===== config.mk =====
export PLATFORM = sky130hd
export DESIGN_NAME = adsr_envelope_vca
export DESIGN_NICKNAME = d
export VERILOG_FILES = /design/src/rtl/adsr_pkg.sv /design/src/rtl/adsr_regs.sv /design/src/rtl/adsr_front.sv /design/src/rtl/adsr_back.sv /design/src/rtl/adsr_envelope_vca.sv
export SDC_FILE = /design/constraint.sdc
export NUM_CORES = 2
export LEC_CHECK = 0
export BUFFER_PORTS_ARGS = -buffer_cell sky130_fd_sc_hd__clkbuf_2
export CAP_MARGIN = 20
export CORE_MARGIN = 3
export CORE_UTILIZATION = 35
export DETAILED_ROUTE_END_ITERATION = 6
export MAX_ROUTING_LAYER = met4
export PLACE_DENSITY = 0.53
export SYNTH_ARGS = -nofsm -noshare
export SYNTH_HDL_FRONTEND = slang
export SYNTH_SLANG_ARGS = --single-unit

===== constraint.sdc =====
create_clock -name clk_i -period 11.7 [get_ports clk_i]
set_input_delay 2.34 -clock clk_i [delete_from_list [all_inputs] [get_ports clk_i]]
set_output_delay 2.34 -clock clk_i [all_outputs]
set_load 0.1 [all_outputs]

===== src/rtl/adsr_pkg.sv =====
// Shared types, constants and helpers of the ADSR envelope and VCA block.
package adsr_pkg;

  localparam int unsigned SAMPLE_BITS   = 16;
  localparam int unsigned LEVEL_BITS    = 16;
  localparam int unsigned GAIN_BITS     = 7;
  localparam int unsigned STEP_BITS     = 16;
  localparam int unsigned ADDR_BITS     = 4;
  localparam int unsigned DATA_BITS     = 32;
  localparam int unsigned QUEUE_DEPTH_DEF = 2;

  localparam logic [LEVEL_BITS-1:0] FULL_SCALE = 16'h8000;

  // Command codes of an input word
  localparam logic [1:0] CMD_TICK     = 2'd0;
  localparam logic [1:0] CMD_NOTE_ON  = 2'd1;
  localparam logic [1:0] CMD_NOTE_OFF = 2'd2;

  // Register indexes on the configuration port
  localparam logic [1:0] REG_ATTACK  = 2'd0;
  localparam logic [1:0] REG_DECAY   = 2'd1;
  localparam logic [1:0] REG_SUSTAIN = 2'd2;
  localparam logic [1:0] REG_RELEASE = 2'd3;

  // Stage codes as shown on the result word
  localparam logic [2:0] STAGE_IDLE    = 3'd0;
  localparam logic [2:0] STAGE_ATTACK  = 3'd1;
  localparam logic [2:0] STAGE_DECAY   = 3'd2;
  localparam logic [2:0] STAGE_SUSTAIN = 3'd3;
  localparam logic [2:0] STAGE_RELEASE = 3'd4;

  typedef enum logic [4:0] {
    ENV_IDLE    = 5'b00001,
    ENV_ATTACK  = 5'b00010,
    ENV_DECAY   = 5'b00100,
    ENV_SUSTAIN = 5'b01000,
    ENV_RELEASE = 5'b10000
  } env_state_e;

  typedef enum logic [1:0] {
    KIND_TICK = 2'd0,
    KIND_ON   = 2'd1,
    KIND_OFF  = 2'd2,
    KIND_NOP  = 2'd3
  } item_kind_e;

  typedef struct packed {
    logic [1:0]                    cmd;
    logic [GAIN_BITS-1:0]          velocity;
    logic signed [SAMPLE_BITS-1:0] sample_in;
  } in_word_t;

  typedef struct packed {
    logic signed [SAMPLE_BITS-1:0] sample_out;
    logic [LEVEL_BITS-1:0]         env_level;
    logic                          voice_active;
    logic [2:0]                    env_stage;
  } out_word_t;

  typedef struct packed {
    item_kind_e                    kind;
    logic [GAIN_BITS-1:0]          velocity;
    logic signed [SAMPLE_BITS-1:0] sample;
  } q_word_t;

  typedef struct packed {
    logic [STEP_BITS-1:0]  attack_step;
    logic [STEP_BITS-1:0]  decay_step;
    logic [LEVEL_BITS-1:0] sustain_level;
    logic [STEP_BITS-1:0]  release_step;
  } cfg_t;

  function automatic logic [2:0] stage_code(env_state_e st);
    logic [2:0] code;
    unique case (st)
      ENV_ATTACK:  code = STAGE_ATTACK;
      ENV_DECAY:   code = STAGE_DECAY;
      ENV_SUSTAIN: code = STAGE_SUSTAIN;
      ENV_RELEASE: code = STAGE_RELEASE;
      default:     code = STAGE_IDLE;
    endcase
    return code;
  endfunction

endpackage


===== src/rtl/adsr_regs.sv =====
// APB-style register bank holding the envelope step and sustain settings.
module adsr_regs import adsr_pkg::*; (
  input  logic                 clk_i,
  input  logic                 rst_ni,
  input  logic                 psel,
  input  logic                 penable,
  input  logic                 pwrite,
  input  logic [ADDR_BITS-1:0] paddr,
  input  logic [DATA_BITS-1:0] pwdata,
  output logic [DATA_BITS-1:0] prdata,
  output logic                 pready,
  output cfg_t                 cfg_o
);

  cfg_t       cfg_q;
  logic       wr_en;
  logic [1:0] reg_idx;

  assign pready  = 1'b1;
  assign wr_en   = psel & penable & pwrite;
  assign reg_idx = paddr[3:2];

  always_ff @(posedge clk_i or negedge rst_ni) begin
    if (!rst_ni) begin
      cfg_q.attack_step   <= 16'd1;
      cfg_q.decay_step    <= 16'd1;
      cfg_q.sustain_level <= 16'd16384;
      cfg_q.release_step  <= 16'd1;
    end else if (wr_en) begin
      unique case (reg_idx)
        REG_ATTACK:  cfg_q.attack_step   <= pwdata[STEP_BITS-1:0];
        REG_DECAY:   cfg_q.decay_step    <= pwdata[STEP_BITS-1:0];
        REG_SUSTAIN: cfg_q.sustain_level <= pwdata[LEVEL_BITS-1:0];
        REG_RELEASE: cfg_q.release_step  <= pwdata[STEP_BITS-1:0];
        default: ;
      endcase
    end
  end

  always_comb begin
    unique case (reg_idx)
      REG_ATTACK:  prdata = DATA_BITS'(cfg_q.attack_step);
      REG_DECAY:   prdata = DATA_BITS'(cfg_q.decay_step);
      REG_SUSTAIN: prdata = DATA_BITS'(cfg_q.sustain_level);
      REG_RELEASE: prdata = DATA_BITS'(cfg_q.release_step);
      default:     prdata = '0;
    endcase
  end

  assign cfg_o = cfg_q;

endmodule


===== src/rtl/adsr_front.sv =====
// Front end: accept input words, classify the command and queue them.
module adsr_front import adsr_pkg::*; #(
  parameter int unsigned QUEUE_DEPTH = QUEUE_DEPTH_DEF
) (
  input  logic     clk_i,
  input  logic     rst_ni,
  input  logic     in_valid_i,
  input  in_word_t in_word_i,
  output logic     in_stall_o,
  output logic     q_valid_o,
  output q_word_t  q_word_o,
  input  logic     q_pop_i
);

  localparam int unsigned PtrW = $clog2(QUEUE_DEPTH);
  localparam int unsigned CntW = $clog2(QUEUE_DEPTH + 1);

  q_word_t          entries_q [QUEUE_DEPTH];
  logic [PtrW-1:0]  wr_ptr_q, wr_ptr_d;
  logic [PtrW-1:0]  rd_ptr_q, rd_ptr_d;
  logic [CntW-1:0]  cnt_q, cnt_d;
  logic             full;
  logic             push;
  logic             pop;
  q_word_t          entry;

  // Classify the command; the unused code becomes a no-op
  always_comb begin
    entry.velocity = in_word_i.velocity;
    entry.sample   = in_word_i.sample_in;
    unique case (in_word_i.cmd)
      CMD_TICK:     entry.kind = KIND_TICK;
      CMD_NOTE_ON:  entry.kind = KIND_ON;
      CMD_NOTE_OFF: entry.kind = KIND_OFF;
      default:      entry.kind = KIND_NOP;
    endcase
  end

  assign full       = (cnt_q == CntW'(QUEUE_DEPTH));
  assign in_stall_o = full;
  assign push       = in_valid_i & ~full;
  assign q_valid_o  = (cnt_q != '0);
  assign pop        = q_pop_i & q_valid_o;
  assign q_word_o   = entries_q[rd_ptr_q];

  always_comb begin
    wr_ptr_d = wr_ptr_q;
    rd_ptr_d = rd_ptr_q;
    if (push) begin
      wr_ptr_d = (wr_ptr_q == PtrW'(QUEUE_DEPTH - 1)) ? '0 : wr_ptr_q + 1'b1;
    end
    if (pop) begin
      rd_ptr_d = (rd_ptr_q == PtrW'(QUEUE_DEPTH - 1)) ? '0 : rd_ptr_q + 1'b1;
    end
    case ({push, pop})
      2'b10:   cnt_d = cnt_q + 1'b1;
      2'b01:   cnt_d = cnt_q - 1'b1;
      default: cnt_d = cnt_q;
    endcase
  end

  always_ff @(posedge clk_i or negedge rst_ni) begin
    if (!rst_ni) begin
      wr_ptr_q <= '0;
      rd_ptr_q <= '0;
      cnt_q    <= '0;
    end else begin
      wr_ptr_q <= wr_ptr_d;
      rd_ptr_q <= rd_ptr_d;
      cnt_q    <= cnt_d;
    end
  end

  always_ff @(posedge clk_i) begin
    if (push) begin
      entries_q[wr_ptr_q] <= entry;
    end
  end

endmodule


===== src/rtl/adsr_back.sv =====
// Back end: envelope state machine, two-step VCA multiply, rounding and output register.
module adsr_back import adsr_pkg::*; (
  input  logic      clk_i,
  input  logic      rst_ni,
  input  cfg_t      cfg_i,
  input  logic      q_valid_i,
  input  q_word_t   q_word_i,
  output logic      q_pop_o,
  output logic      out_valid_o,
  output out_word_t out_word_o,
  input  logic      out_stall_i
);

  localparam int unsigned P1W = SAMPLE_BITS + LEVEL_BITS + 1;
  localparam int unsigned P2W = P1W + GAIN_BITS + 1;
  localparam int unsigned QW  = P2W - 21;
  localparam logic signed [P2W-1:0] ROUND_BIAS = P2W'(1 << 20);
  localparam logic signed [QW-1:0]  SAT_HI     = QW'((1 << (SAMPLE_BITS - 1)) - 1);
  localparam logic signed [QW-1:0]  SAT_LO     = ~SAT_HI;

  typedef struct packed {
    logic [LEVEL_BITS-1:0] level;
    logic                  active;
    logic [2:0]            stage;
  } snap_t;

  // Envelope state
  env_state_e             env_q, env_d;
  logic [LEVEL_BITS-1:0]  level_q, level_d;
  logic                   active_q, active_d;
  logic [GAIN_BITS-1:0]   gain_q, gain_d;
  logic                   emit_d;

  logic                   advance;
  logic                   pop;
  logic [LEVEL_BITS-1:0]  sus;
  logic [LEVEL_BITS:0]    att_sum;
  logic signed [LEVEL_BITS:0] dec_diff;
  logic signed [LEVEL_BITS:0] rel_diff;

  // Pipeline stages
  logic                          s1_valid_q, s1_emit_q;
  logic signed [SAMPLE_BITS-1:0] s1_sample_q;
  logic [GAIN_BITS-1:0]          s1_gain_q;
  snap_t                         s1_snap_q;

  logic                          s2_valid_q, s2_emit_q;
  logic signed [P1W-1:0]         s2_prod_q, s2_prod_d;
  logic [GAIN_BITS-1:0]          s2_gain_q;
  snap_t                         s2_snap_q;

  logic                          s3_valid_q, s3_emit_q;
  logic signed [P2W-1:0]         s3_prod_q, s3_prod_d;
  snap_t                         s3_snap_q;

  logic                          out_valid_q;
  out_word_t                     out_word_q, out_word_d;

  logic signed [P2W-1:0]         biased;
  logic signed [QW-1:0]          quot;
  logic signed [SAMPLE_BITS-1:0] sat;

  assign advance = ~out_valid_q | ~out_stall_i;
  assign pop     = q_valid_i & advance;
  assign q_pop_o = pop;

  assign sus      = (cfg_i.sustain_level > FULL_SCALE) ? FULL_SCALE : cfg_i.sustain_level;
  assign att_sum  = {1'b0, level_q} + {1'b0, cfg_i.attack_step};
  assign dec_diff = $signed({1'b0, level_q}) - $signed({1'b0, cfg_i.decay_step});
  assign rel_diff = $signed({1'b0, level_q}) - $signed({1'b0, cfg_i.release_step});

  always_comb begin
    env_d    = env_q;
    level_d  = level_q;
    active_d = active_q;
    gain_d   = gain_q;
    emit_d   = 1'b0;
    if (pop) begin
      unique case (q_word_i.kind)
        KIND_TICK: begin
          if (active_q) begin
            emit_d = 1'b1;
            unique case (env_q)
              ENV_ATTACK: begin
                if (att_sum >= {1'b0, FULL_SCALE}) begin
                  level_d = FULL_SCALE;
                  env_d   = ENV_DECAY;
                end else begin
                  level_d = att_sum[LEVEL_BITS-1:0];
                end
              end
              ENV_DECAY: begin
                if (dec_diff <= $signed({1'b0, sus})) begin
                  level_d = sus;
                  env_d   = ENV_SUSTAIN;
                end else begin
                  level_d = dec_diff[LEVEL_BITS-1:0];
                end
              end
              ENV_SUSTAIN: level_d = sus;
              ENV_RELEASE: begin
                if (rel_diff[LEVEL_BITS] || rel_diff == '0) begin
                  level_d  = '0;
                  env_d    = ENV_IDLE;
                  active_d = 1'b0;
                end else begin
                  level_d = rel_diff[LEVEL_BITS-1:0];
                end
              end
              default: active_d = 1'b0;
            endcase
          end
        end
        KIND_ON: begin
          gain_d   = q_word_i.velocity;
          level_d  = '0;
          env_d    = ENV_ATTACK;
          active_d = 1'b1;
        end
        KIND_OFF: begin
          if (env_q != ENV_IDLE) begin
            env_d = ENV_RELEASE;
          end
        end
        default: ;
      endcase
    end
  end

  always_ff @(posedge clk_i or negedge rst_ni) begin
    if (!rst_ni) begin
      env_q    <= ENV_IDLE;
      level_q  <= '0;
      active_q <= 1'b0;
      gain_q   <= '0;
    end else begin
      env_q    <= env_d;
      level_q  <= level_d;
      active_q <= active_d;
      gain_q   <= gain_d;
    end
  end

  assign s2_prod_d = s1_sample_q * $signed({1'b0, s1_snap_q.level});
  assign s3_prod_d = s2_prod_q * $signed({1'b0, s2_gain_q});

  // Round half up, then saturate to the sample range
  assign biased = s3_prod_q + ROUND_BIAS;
  assign quot   = $signed(biased[P2W-1:21]);
  assign sat    = (quot > SAT_HI) ? SAT_HI[SAMPLE_BITS-1:0] :
                  (quot < SAT_LO) ? SAT_LO[SAMPLE_BITS-1:0] : quot[SAMPLE_BITS-1:0];

  always_comb begin
    out_word_d.sample_out   = s3_emit_q ? sat : '0;
    out_word_d.env_level    = s3_snap_q.level;
    out_word_d.voice_active = s3_snap_q.active;
    out_word_d.env_stage    = s3_snap_q.stage;
  end

  always_ff @(posedge clk_i or negedge rst_ni) begin
    if (!rst_ni) begin
      s1_valid_q  <= 1'b0;
      s2_valid_q  <= 1'b0;
      s3_valid_q  <= 1'b0;
      out_valid_q <= 1'b0;
    end else if (advance) begin
      s1_valid_q  <= pop;
      s2_valid_q  <= s1_valid_q;
      s3_valid_q  <= s2_valid_q;
      out_valid_q <= s3_valid_q;
    end
  end

  always_ff @(posedge clk_i) begin
    if (advance) begin
      s1_emit_q    <= emit_d;
      s1_sample_q  <= q_word_i.sample;
      s1_gain_q    <= gain_d;
      s1_snap_q    <= '{level: level_d, active: active_d, stage: stage_code(env_d)};
      s2_emit_q    <= s1_emit_q;
      s2_prod_q    <= s2_prod_d;
      s2_gain_q    <= s1_gain_q;
      s2_snap_q    <= s1_snap_q;
      s3_emit_q    <= s2_emit_q;
      s3_prod_q    <= s3_prod_d;
      s3_snap_q    <= s2_snap_q;
      out_word_q   <= out_word_d;
    end
  end

  assign out_valid_o = out_valid_q;
  assign out_word_o  = out_word_q;

endmodule


===== src/rtl/adsr_envelope_vca.sv =====
// Top level of the ADSR envelope generator with voltage-controlled amplifier.
//
// Usage:
//   Input words carry a command (tick with sample, note on, note off), a
//   velocity and a signed sample. Each accepted word yields exactly one result
//   word with the scaled sample, the envelope level, the voice-active flag and
//   the stage code, in order of acceptance.
//   The front end classifies commands and holds them in a short queue
//   (QUEUE_DEPTH words); the back end steps the envelope once per word, then
//   multiplies sample by level and by velocity in two registered steps and
//   rounds into the output register.
//   Throughput: one word per cycle while the output is not stalled; the
//   envelope update is a single add and compare per cycle. A result passes
//   through the queue, the envelope step, two multiply steps and the output
//   register.
//   Stall: out_stall_i on a valid result freezes the whole back end, the
//   queue fills, and in_stall_o rises once QUEUE_DEPTH words are waiting.
//   Reset: queue and pipeline empty, voice idle at level zero with zero gain,
//   registers at their defaults. Write registers only while the block is idle.
module adsr_envelope_vca import adsr_pkg::*; #(
  parameter int unsigned QUEUE_DEPTH = QUEUE_DEPTH_DEF
) (
  input  logic                 clk_i,
  input  logic                 rst_ni,
  input  logic                 in_valid_i,
  input  in_word_t             in_word_i,
  output logic                 in_stall_o,
  output logic                 out_valid_o,
  output out_word_t            out_word_o,
  input  logic                 out_stall_i,
  input  logic                 psel,
  input  logic                 penable,
  input  logic                 pwrite,
  input  logic [ADDR_BITS-1:0] paddr,
  input  logic [DATA_BITS-1:0] pwdata,
  output logic [DATA_BITS-1:0] prdata,
  output logic                 pready
);

  cfg_t    cfg;
  logic    q_valid;
  q_word_t q_word;
  logic    q_pop;

  // Configuration registers
  adsr_regs u_regs (
    .clk_i   (clk_i),
    .rst_ni  (rst_ni),
    .psel    (psel),
    .penable (penable),
    .pwrite  (pwrite),
    .paddr   (paddr),
    .pwdata  (pwdata),
    .prdata  (prdata),
    .pready  (pready),
    .cfg_o   (cfg)
  );

  // Accept and classify, then queue
  adsr_front #(
    .QUEUE_DEPTH (QUEUE_DEPTH)
  ) u_front (
    .clk_i      (clk_i),
    .rst_ni     (rst_ni),
    .in_valid_i (in_valid_i),
    .in_word_i  (in_word_i),
    .in_stall_o (in_stall_o),
    .q_valid_o  (q_valid),
    .q_word_o   (q_word),
    .q_pop_i    (q_pop)
  );

  // Step the envelope and scale the sample
  adsr_back u_back (
    .clk_i       (clk_i),
    .rst_ni      (rst_ni),
    .cfg_i       (cfg),
    .q_valid_i   (q_valid),
    .q_word_i    (q_word),
    .q_pop_o     (q_pop),
    .out_valid_o (out_valid_o),
    .out_word_o  (out_word_o),
    .out_stall_i (out_stall_i)
  );

endmodule


==> Yosys cells after proc, flatten, opt, wreduce, memory -nomap -nowiden <==
Memories as Yosys holds them, arrays and structs flattened.
Cells that the tools add are included.
{ "op_classes": {"bitwise": 10, "add_sub_neg": 8, "muxes": 34, "multipliers": 2, "n_reduce_logical": 14, "eq_ne": 19, "magnitude_cmp": 5} }
{ "ops": {"columns": ["op", "count"], "rows": [
  ["32-bit case mux with 4 select lines", 1],
  ["16-bit 2-to-1 mux", 7],
  ["16-bit case mux with 4 select lines", 1],
  ["41-bit by 22-bit adder with 41-bit output, second input constant", 1],
  ["33-bit by 8-bit multiplier with 41-bit output", 1],
  ["16-bit by 16-bit subtractor with 17-bit output", 2],
  ["16-bit by 17-bit multiplier with 33-bit output", 1],
  ["16-bit case mux with 2 select lines", 1],
  ["5-bit 2-to-1 mux", 6],
  ["5-bit case mux with 3 select lines", 2],
  ["20-bit by 16-bit > comparator with 1-bit output, second input constant", 1],
  ["20-bit by 16-bit less-than comparator with 1-bit output, second input constant", 1],
  ["16-bit by 16-bit adder with 17-bit output", 1],
  ["17-bit by 16-bit >= comparator with 1-bit output, second input constant", 1],
  ["17-bit <= comparator", 1],
  ["17-bit logical NOT", 1],
  ["16-bit > comparator, second input constant", 1],
  ["15-bit 2-to-1 mux", 1],
  ["7-bit 2-to-1 mux", 2],
  ["2-bit == test, second input constant", 6],
  ["3-bit case mux with 4 select lines", 1],
  ["5-bit by 2-bit == test with 1-bit output, second input constant", 2],
  ["5-bit by 3-bit == test with 1-bit output, second input constant", 2],
  ["5-bit by 4-bit == test with 1-bit output, second input constant", 2],
  ["other kinds (19)", 46]
]} }
{ "totals": {"n_memories": 1, "ff_bits": 304, "ram_bits": 50, "word_cells": 130, "output_inout_bits": 71} }
{ "mem_list": {"columns": ["memory", "depth", "width", "read_ports", "rd_clocked_by_memory_dff", "write_ports", "line", "rtl"], "rows": [
  ["u_front.entries_q", 2, 25, 1, 0, 1, "adsr_front.sv:18", "q_word_t entries_q [QUEUE_DEPTH];"]
]} }

==> Depth between registers and ports, before layout <==
{ "depth": {"word_depth": 10, "depth_mapped": 25, "depth_no_buf": 23} }

==> Hierarchy <==
A second synthesis with hierarchy kept.
{ "unflattened": {"hier_cells": 2987, "hier_area_um2": 31758.0} }
{ "by_module_without_submodules": {"columns": ["mod", "cells_each", "seq_area_each_um2", "area_each_um2", "instances"], "rows": [
  ["adsr_back", 2709, 6322.3, 26724.4, 1],
  ["adsr_regs", 180, 1606.5, 3010.4, 1],
  ["adsr_front", 98, 1601.5, 2023.2, 1]
]} }

==> Least setup slack after synthesis <==
Ideal clock, no wire load.
{ "synth_path": {"kind": "input-to-reg", "startpoint": "input out_stall_i", "endpoint": "register u_back.s1_snap_q[17] (netlist bit) (data pin)", "cell_stages": 8, "required_time_ns": 11.530, "arrival_time_ns": 8.732, "path_slack_ns": 2.798, "path_cell_list": "nand2_1 o21ai_1 inv_1 nand2_1 nor2_1 o21ai_0 or4b_1 o21ai_0"} }
{ "synth_via": {"elab_chain_cells": 4} }
{ "synth_rtl": {"columns": ["item", "line", "rtl"], "rows": [
  ["start: declaration", "adsr_envelope_vca.sv:30", "input logic out_stall_i,"],
  ["1-bit inverter", "adsr_back.sv:63", "assign advance = ~out_valid_q | ~out_stall_i;"],
  ["1-bit bitwise OR", "adsr_back.sv:63", null],
  ["1-bit bitwise AND", "adsr_back.sv:64", "assign pop = q_valid_i & advance;"],
  ["via q_pop", "adsr_envelope_vca.sv:43", "logic q_pop;"],
  ["16-bit 2-to-1 mux", "adsr_back.sv:78", "if (pop) begin"],
  ["via u_back.level_d[13]", "adsr_back.sv:29", "logic [LEVEL_BITS-1:0] level_q, level_d;"],
  ["end signal: assignment", "adsr_back.sv:179", "s1_snap_q <= '{level: level_d, active: active_d, stage: stage_code(env_d)};"],
  ["end: declaration", "adsr_back.sv:45", "snap_t s1_snap_q;"]
]} }
The timed path passes the listed nets, and every way through them passes these cells.
A chain may end at the register's enable or synchronous reset.

==> Final worst setup path <==
{ "layout_path": {"startpoint": "register u_back.s1_snap_q[11] (netlist bit)", "endpoint": "register u_back.s2_prod_q[31] (data pin)"} }
{ "layout_via": {"elab_chain_cells": 1} }
{ "layout_rtl": {"columns": ["item", "line", "rtl"], "rows": [
  ["16-bit by 17-bit multiplier with 33-bit output", "adsr_back.sv:144", "assign s2_prod_d = s1_sample_q * $signed({1'b0, s1_snap_q.level});"],
  ["via u_back.s2_prod_d[31]", "adsr_back.sv:48", "logic signed [P1W-1:0] s2_prod_q, s2_prod_d;"],
  ["end signal: assignment", "adsr_back.sv:181", "s2_prod_q <= s2_prod_d;"],
  ["end: declaration", "adsr_back.sv:48", null]
]} }
The timed path passes the listed nets, and every way through them passes these cells.

==> metrics.csv <==
stage,metric,value,unit
flow_run,Max-cap violations,0,
yosys,proportion of synthesized chip area in sequential cells,0.3026,
grt,via count of the first global-routing pass,21520,
die,die width,306.0,um
die,die area,0.09361,mm^2
placed_design,DPL Wire Length,57040,um
routing,Vias/cell,4.880,
placed_design,post-place instance area,0.03325,mm^2
finish,Final Instance Area,0.03456,mm^2
grt,pin count of the biggest net entering global routing,163,
hold_path,Hold/Removal Path Class,flip-flop to flip-flop,
routing,Starting DRT DRC Count,973,
critical_path,nature of the critical path endpoint,flip-flop,
timing,period utilization,0.6043,
clock_tree,root buffer cell,sky130_fd_sc_hd__clkbuf_16,
critical_path,endpoint required time on the critical path,12040,ps
yosys,count of state elements after synthesis,334,
critical_path,critical path data arrival time,7410,ps
timing,TNS Setup,0,ps
clock_tree,clk_lat worst skew,590,ps
timing,Slew Limit Fails,0,
die,initial standard-cell utilization of the core,0.3547,
routing,aggregate routed wire length,72530,um
placed_design,number of port buffers,103,
yosys,number of enable-type register cells in the synthesized netlist,233,
yosys,"Avg Cell Area, Syn",10.59,um^2
grt,global-route congestion overflow total,0,
die,die boundary height,306.0,um
clock_tree,# Post-CTS Setup Buffers,0,
placed_design,Placer Congestion,0.8947,
outcome,status,finished clean,
clock_tree,TritonCTS Sinks,334,
yosys,Synth top area share,0.2333,
clock_tree,clock-pin slew on the worst setup and hold paths,70,ps
clock_tree,H-tree depth,2,
grt,initial antenna violation count,2,
timing,final hold viol count,0,
finish,antenna cells,0,
yosys,count of mapped cells out of synthesis,2975,
die,standard cell core area,0.08878,mm^2
timing,Worst Skew,36.13,ps
clock_tree,number of hold-repair buffers added at the cts stage,0,
clock_tree,Max Buffers Root-to-Sink,3,
timing,relative max-transition margin,0.3322,
finish,Filler cells,8774,
clock_tree,count of cells resized by post-cts repair,0,
timing,maximum clock rate,0.1414,GHz
die,number of placement rows,109,
finish,share of final-layout standard cells stronger than drive strength 1,0.09883,
finish,NumNets Final,3756,
grt,wire length of the first global-routing pass,118400,um
timing,unrepaired setup endpoints after global routing,false,
clock_tree,TritonCTS clock tree,built,
timing,clock period minus final worst setup slack,7070,ps
timing,smallest hold slack,409.8,ps
routing,detailed-routing iteration count for the pre-antenna-repair pass,5,
finish,area grow syn2layout,9.742,%
critical_path,launching element type of the critical path,flip-flop,
yosys,fraction of registers with async set or reset after synthesis,0.3024,
routing,remaining antenna violation count after routing,0,
clock_tree,TritonCTS buffer count,41,
yosys,flip-flop cell with the highest count after synthesis,sky130_fd_sc_hd__edfxtp_1,
critical_path,crit path max fanout,17,
routing,Routed WL per cell,17.06,um
yosys,cell area after technology mapping,0.03149,mm^2
die,I/O pin cnt,139,
routing,vias,20745,
grt,aggregate global-route resource usage,0.1624,
timing,setup violators final,0,
yosys,number of distinct library cells after synthesis,88,
routing,DRC Markers,0,
critical_path,"Worst Path Class, Setup",flip-flop to flip-flop,
timing,Worst Tran Pin Value,1002,ps
yosys,cell type with the highest aggregate area in the netlist,sky130_fd_sc_hd__fa_1,
yosys,"top cells by area, synth","sky130_fd_sc_hd__fa_1, sky130_fd_sc_hd__edfxtp_1, sky130_fd_sc_hd__ha_1",
yosys,Yosys warning count,0,
-- layer usage --
metal  routed length (um)  vias up  GRT usage
met2                33240      376     0.2547
met5                    0        -          -
met1                34170    10334     0.2188
met4                 2074        0    0.04810
li1                     -     9912          -
met3                 3039      123    0.02466
-- synthesized netlist by cell type (all sizes together), types with 63 or more instances --
library cell / n
o21ai: 110
and2: 286
mux2: 69
inv: 476
nor2: 70
fa: 367
nand2: 291
dfrtp: 96
a21oi: 90
edfxtp: 233
ha: 268
xnor2: 63
clkbuf: 79
-- layout make-up --
class                   instances  area [um^2]  area share
clock buffers                  48         1074     0.03106
well taps                    1165         1458     0.04218
repair buffers                125        693.2     0.02006
multi-input cells            2075        19790      0.5726
clock inverters                28        230.2    0.006661
inverters                     476         1787     0.05170
flip-flops and latches        334         9530      0.2758
-- cells in the final DEF (no fill, tap or decap), types with 11 or more instances in the layout --
| cell | netlist | final |
|---|---|---|
| sky130_fd_sc_hd__buf_4 | 17 | 21 |
| sky130_fd_sc_hd__nor2b_1 | 14 | 14 |
| sky130_fd_sc_hd__mux2_2 | 69 | 69 |
| sky130_fd_sc_hd__a211oi_1 | 20 | 20 |
| sky130_fd_sc_hd__a31oi_1 | 11 | 11 |
| sky130_fd_sc_hd__clkbuf_16 | 0 | 42 |
| sky130_fd_sc_hd__clkbuf_2 | 2 | 102 |
| sky130_fd_sc_hd__xor2_1 | 42 | 42 |
| sky130_fd_sc_hd__fa_1 | 367 | 367 |
| sky130_fd_sc_hd__ha_1 | 268 | 268 |
| sky130_fd_sc_hd__a21o_1 | 36 | 36 |
| sky130_fd_sc_hd__nor3_1 | 31 | 30 |
| sky130_fd_sc_hd__dfrtp_1 | 96 | 96 |
| sky130_fd_sc_hd__conb_1 | 2 | 17 |
| sky130_fd_sc_hd__o21bai_1 | 12 | 12 |
| sky130_fd_sc_hd__nor2_1 | 69 | 67 |
| sky130_fd_sc_hd__and3_1 | 25 | 25 |
| sky130_fd_sc_hd__edfxtp_1 | 233 | 233 |
| sky130_fd_sc_hd__nand3_1 | 39 | 39 |
| sky130_fd_sc_hd__o21a_1 | 22 | 22 |
| sky130_fd_sc_hd__mux4_2 | 16 | 16 |
| sky130_fd_sc_hd__nand2b_1 | 24 | 24 |
| sky130_fd_sc_hd__xnor2_1 | 63 | 63 |
| sky130_fd_sc_hd__nand2_1 | 291 | 290 |
| sky130_fd_sc_hd__inv_1 | 476 | 476 |
| sky130_fd_sc_hd__and2_1 | 286 | 286 |
| sky130_fd_sc_hd__clkinv_2 | 0 | 12 |
| sky130_fd_sc_hd__a21oi_1 | 88 | 88 |
| sky130_fd_sc_hd__o21ai_0 | 107 | 107 |
-- worst max-delay path, cell delays in order (launching register included) --
cell	delay (ps)
sky130_fd_sc_hd__edfxtp_1	850
sky130_fd_sc_hd__nand2_1	180
sky130_fd_sc_hd__fa_1	570
sky130_fd_sc_hd__inv_1	60
sky130_fd_sc_hd__fa_1	530
sky130_fd_sc_hd__inv_1	50
sky130_fd_sc_hd__fa_1	510
sky130_fd_sc_hd__inv_1	60
sky130_fd_sc_hd__fa_1	470
sky130_fd_sc_hd__inv_1	50
sky130_fd_sc_hd__fa_1	520
sky130_fd_sc_hd__inv_1	50
sky130_fd_sc_hd__fa_1	470
sky130_fd_sc_hd__ha_1	410
sky130_fd_sc_hd__and3_1	230
sky130_fd_sc_hd__nand2_1	50
sky130_fd_sc_hd__or3_1	340
sky130_fd_sc_hd__a41oi_1	390
sky130_fd_sc_hd__o21a_1	290
sky130_fd_sc_hd__a21boi_0	180
sky130_fd_sc_hd__nor4b_1	200
sky130_fd_sc_hd__o21bai_1	120
sky130_fd_sc_hd__a21oi_1	90
sky130_fd_sc_hd__xnor2_1	120
-- sequential cells by signal, summed over array words and instances (netlist names), 16 cells and up --
signal,count
u_regs.cfg_o,64
u_front.entries_q,50
u_back.out_word_o,36
u_back.s2_prod_q,33
u_back.s3_prod_q,21
u_back.out_word_d,20
u_back.s1_snap_q,20
u_back.s2_snap_q,20
u_back.level_q,16
u_back.s1_sample_q,16
-- worst paths after layout --
kind	depth (start not counted)	slack [ps]	end	startpoint
max	23	4630	u_back.s2_prod_q[31]	u_back.s1_snap_q[11]
min in group asynchronous	1	1760	u_regs.cfg_o[19]	rst_ni
min reg2reg	0	410	u_back.out_word_o[1]	u_back.out_word_d[1]
max reg2reg	23	4630	u_back.s2_prod_q[31]	u_back.s1_snap_q[11]
max in group asynchronous	2	8710	u_back.s1_valid_q	rst_ni
min	0	410	u_back.out_word_o[1]	u_back.out_word_d[1]
-- cells by family after synthesis --
group / count (synthesis) / synth area share
adders and majority gates: 635 / 0.3398
other: 2 / 0.0002385
AOI/OAI and AO/OA: 387 / 0.07998
muxes: 95 / 0.03929
buffers and inverters: 581 / 0.07171
and+or+nand+nor: 835 / 0.1367
xor gates and xnor gates: 106 / 0.02972
DFF: 334 / 0.3026
-- metrics by stage --
stage,std cells,utilization,setup WS [ps]
after floorplan,2990,-,2798
after global placement,4174,0.3745,4668
after detailed placement,4174,0.3745,4634
after CTS,4250,0.3892,4622
after global routing,4251,0.3893,4215
final,4251,0.3893,4630
Power is left out: the tool's default activity adds up to more than one toggle a clock period on the data nets, which glitch-free logic cannot reach.
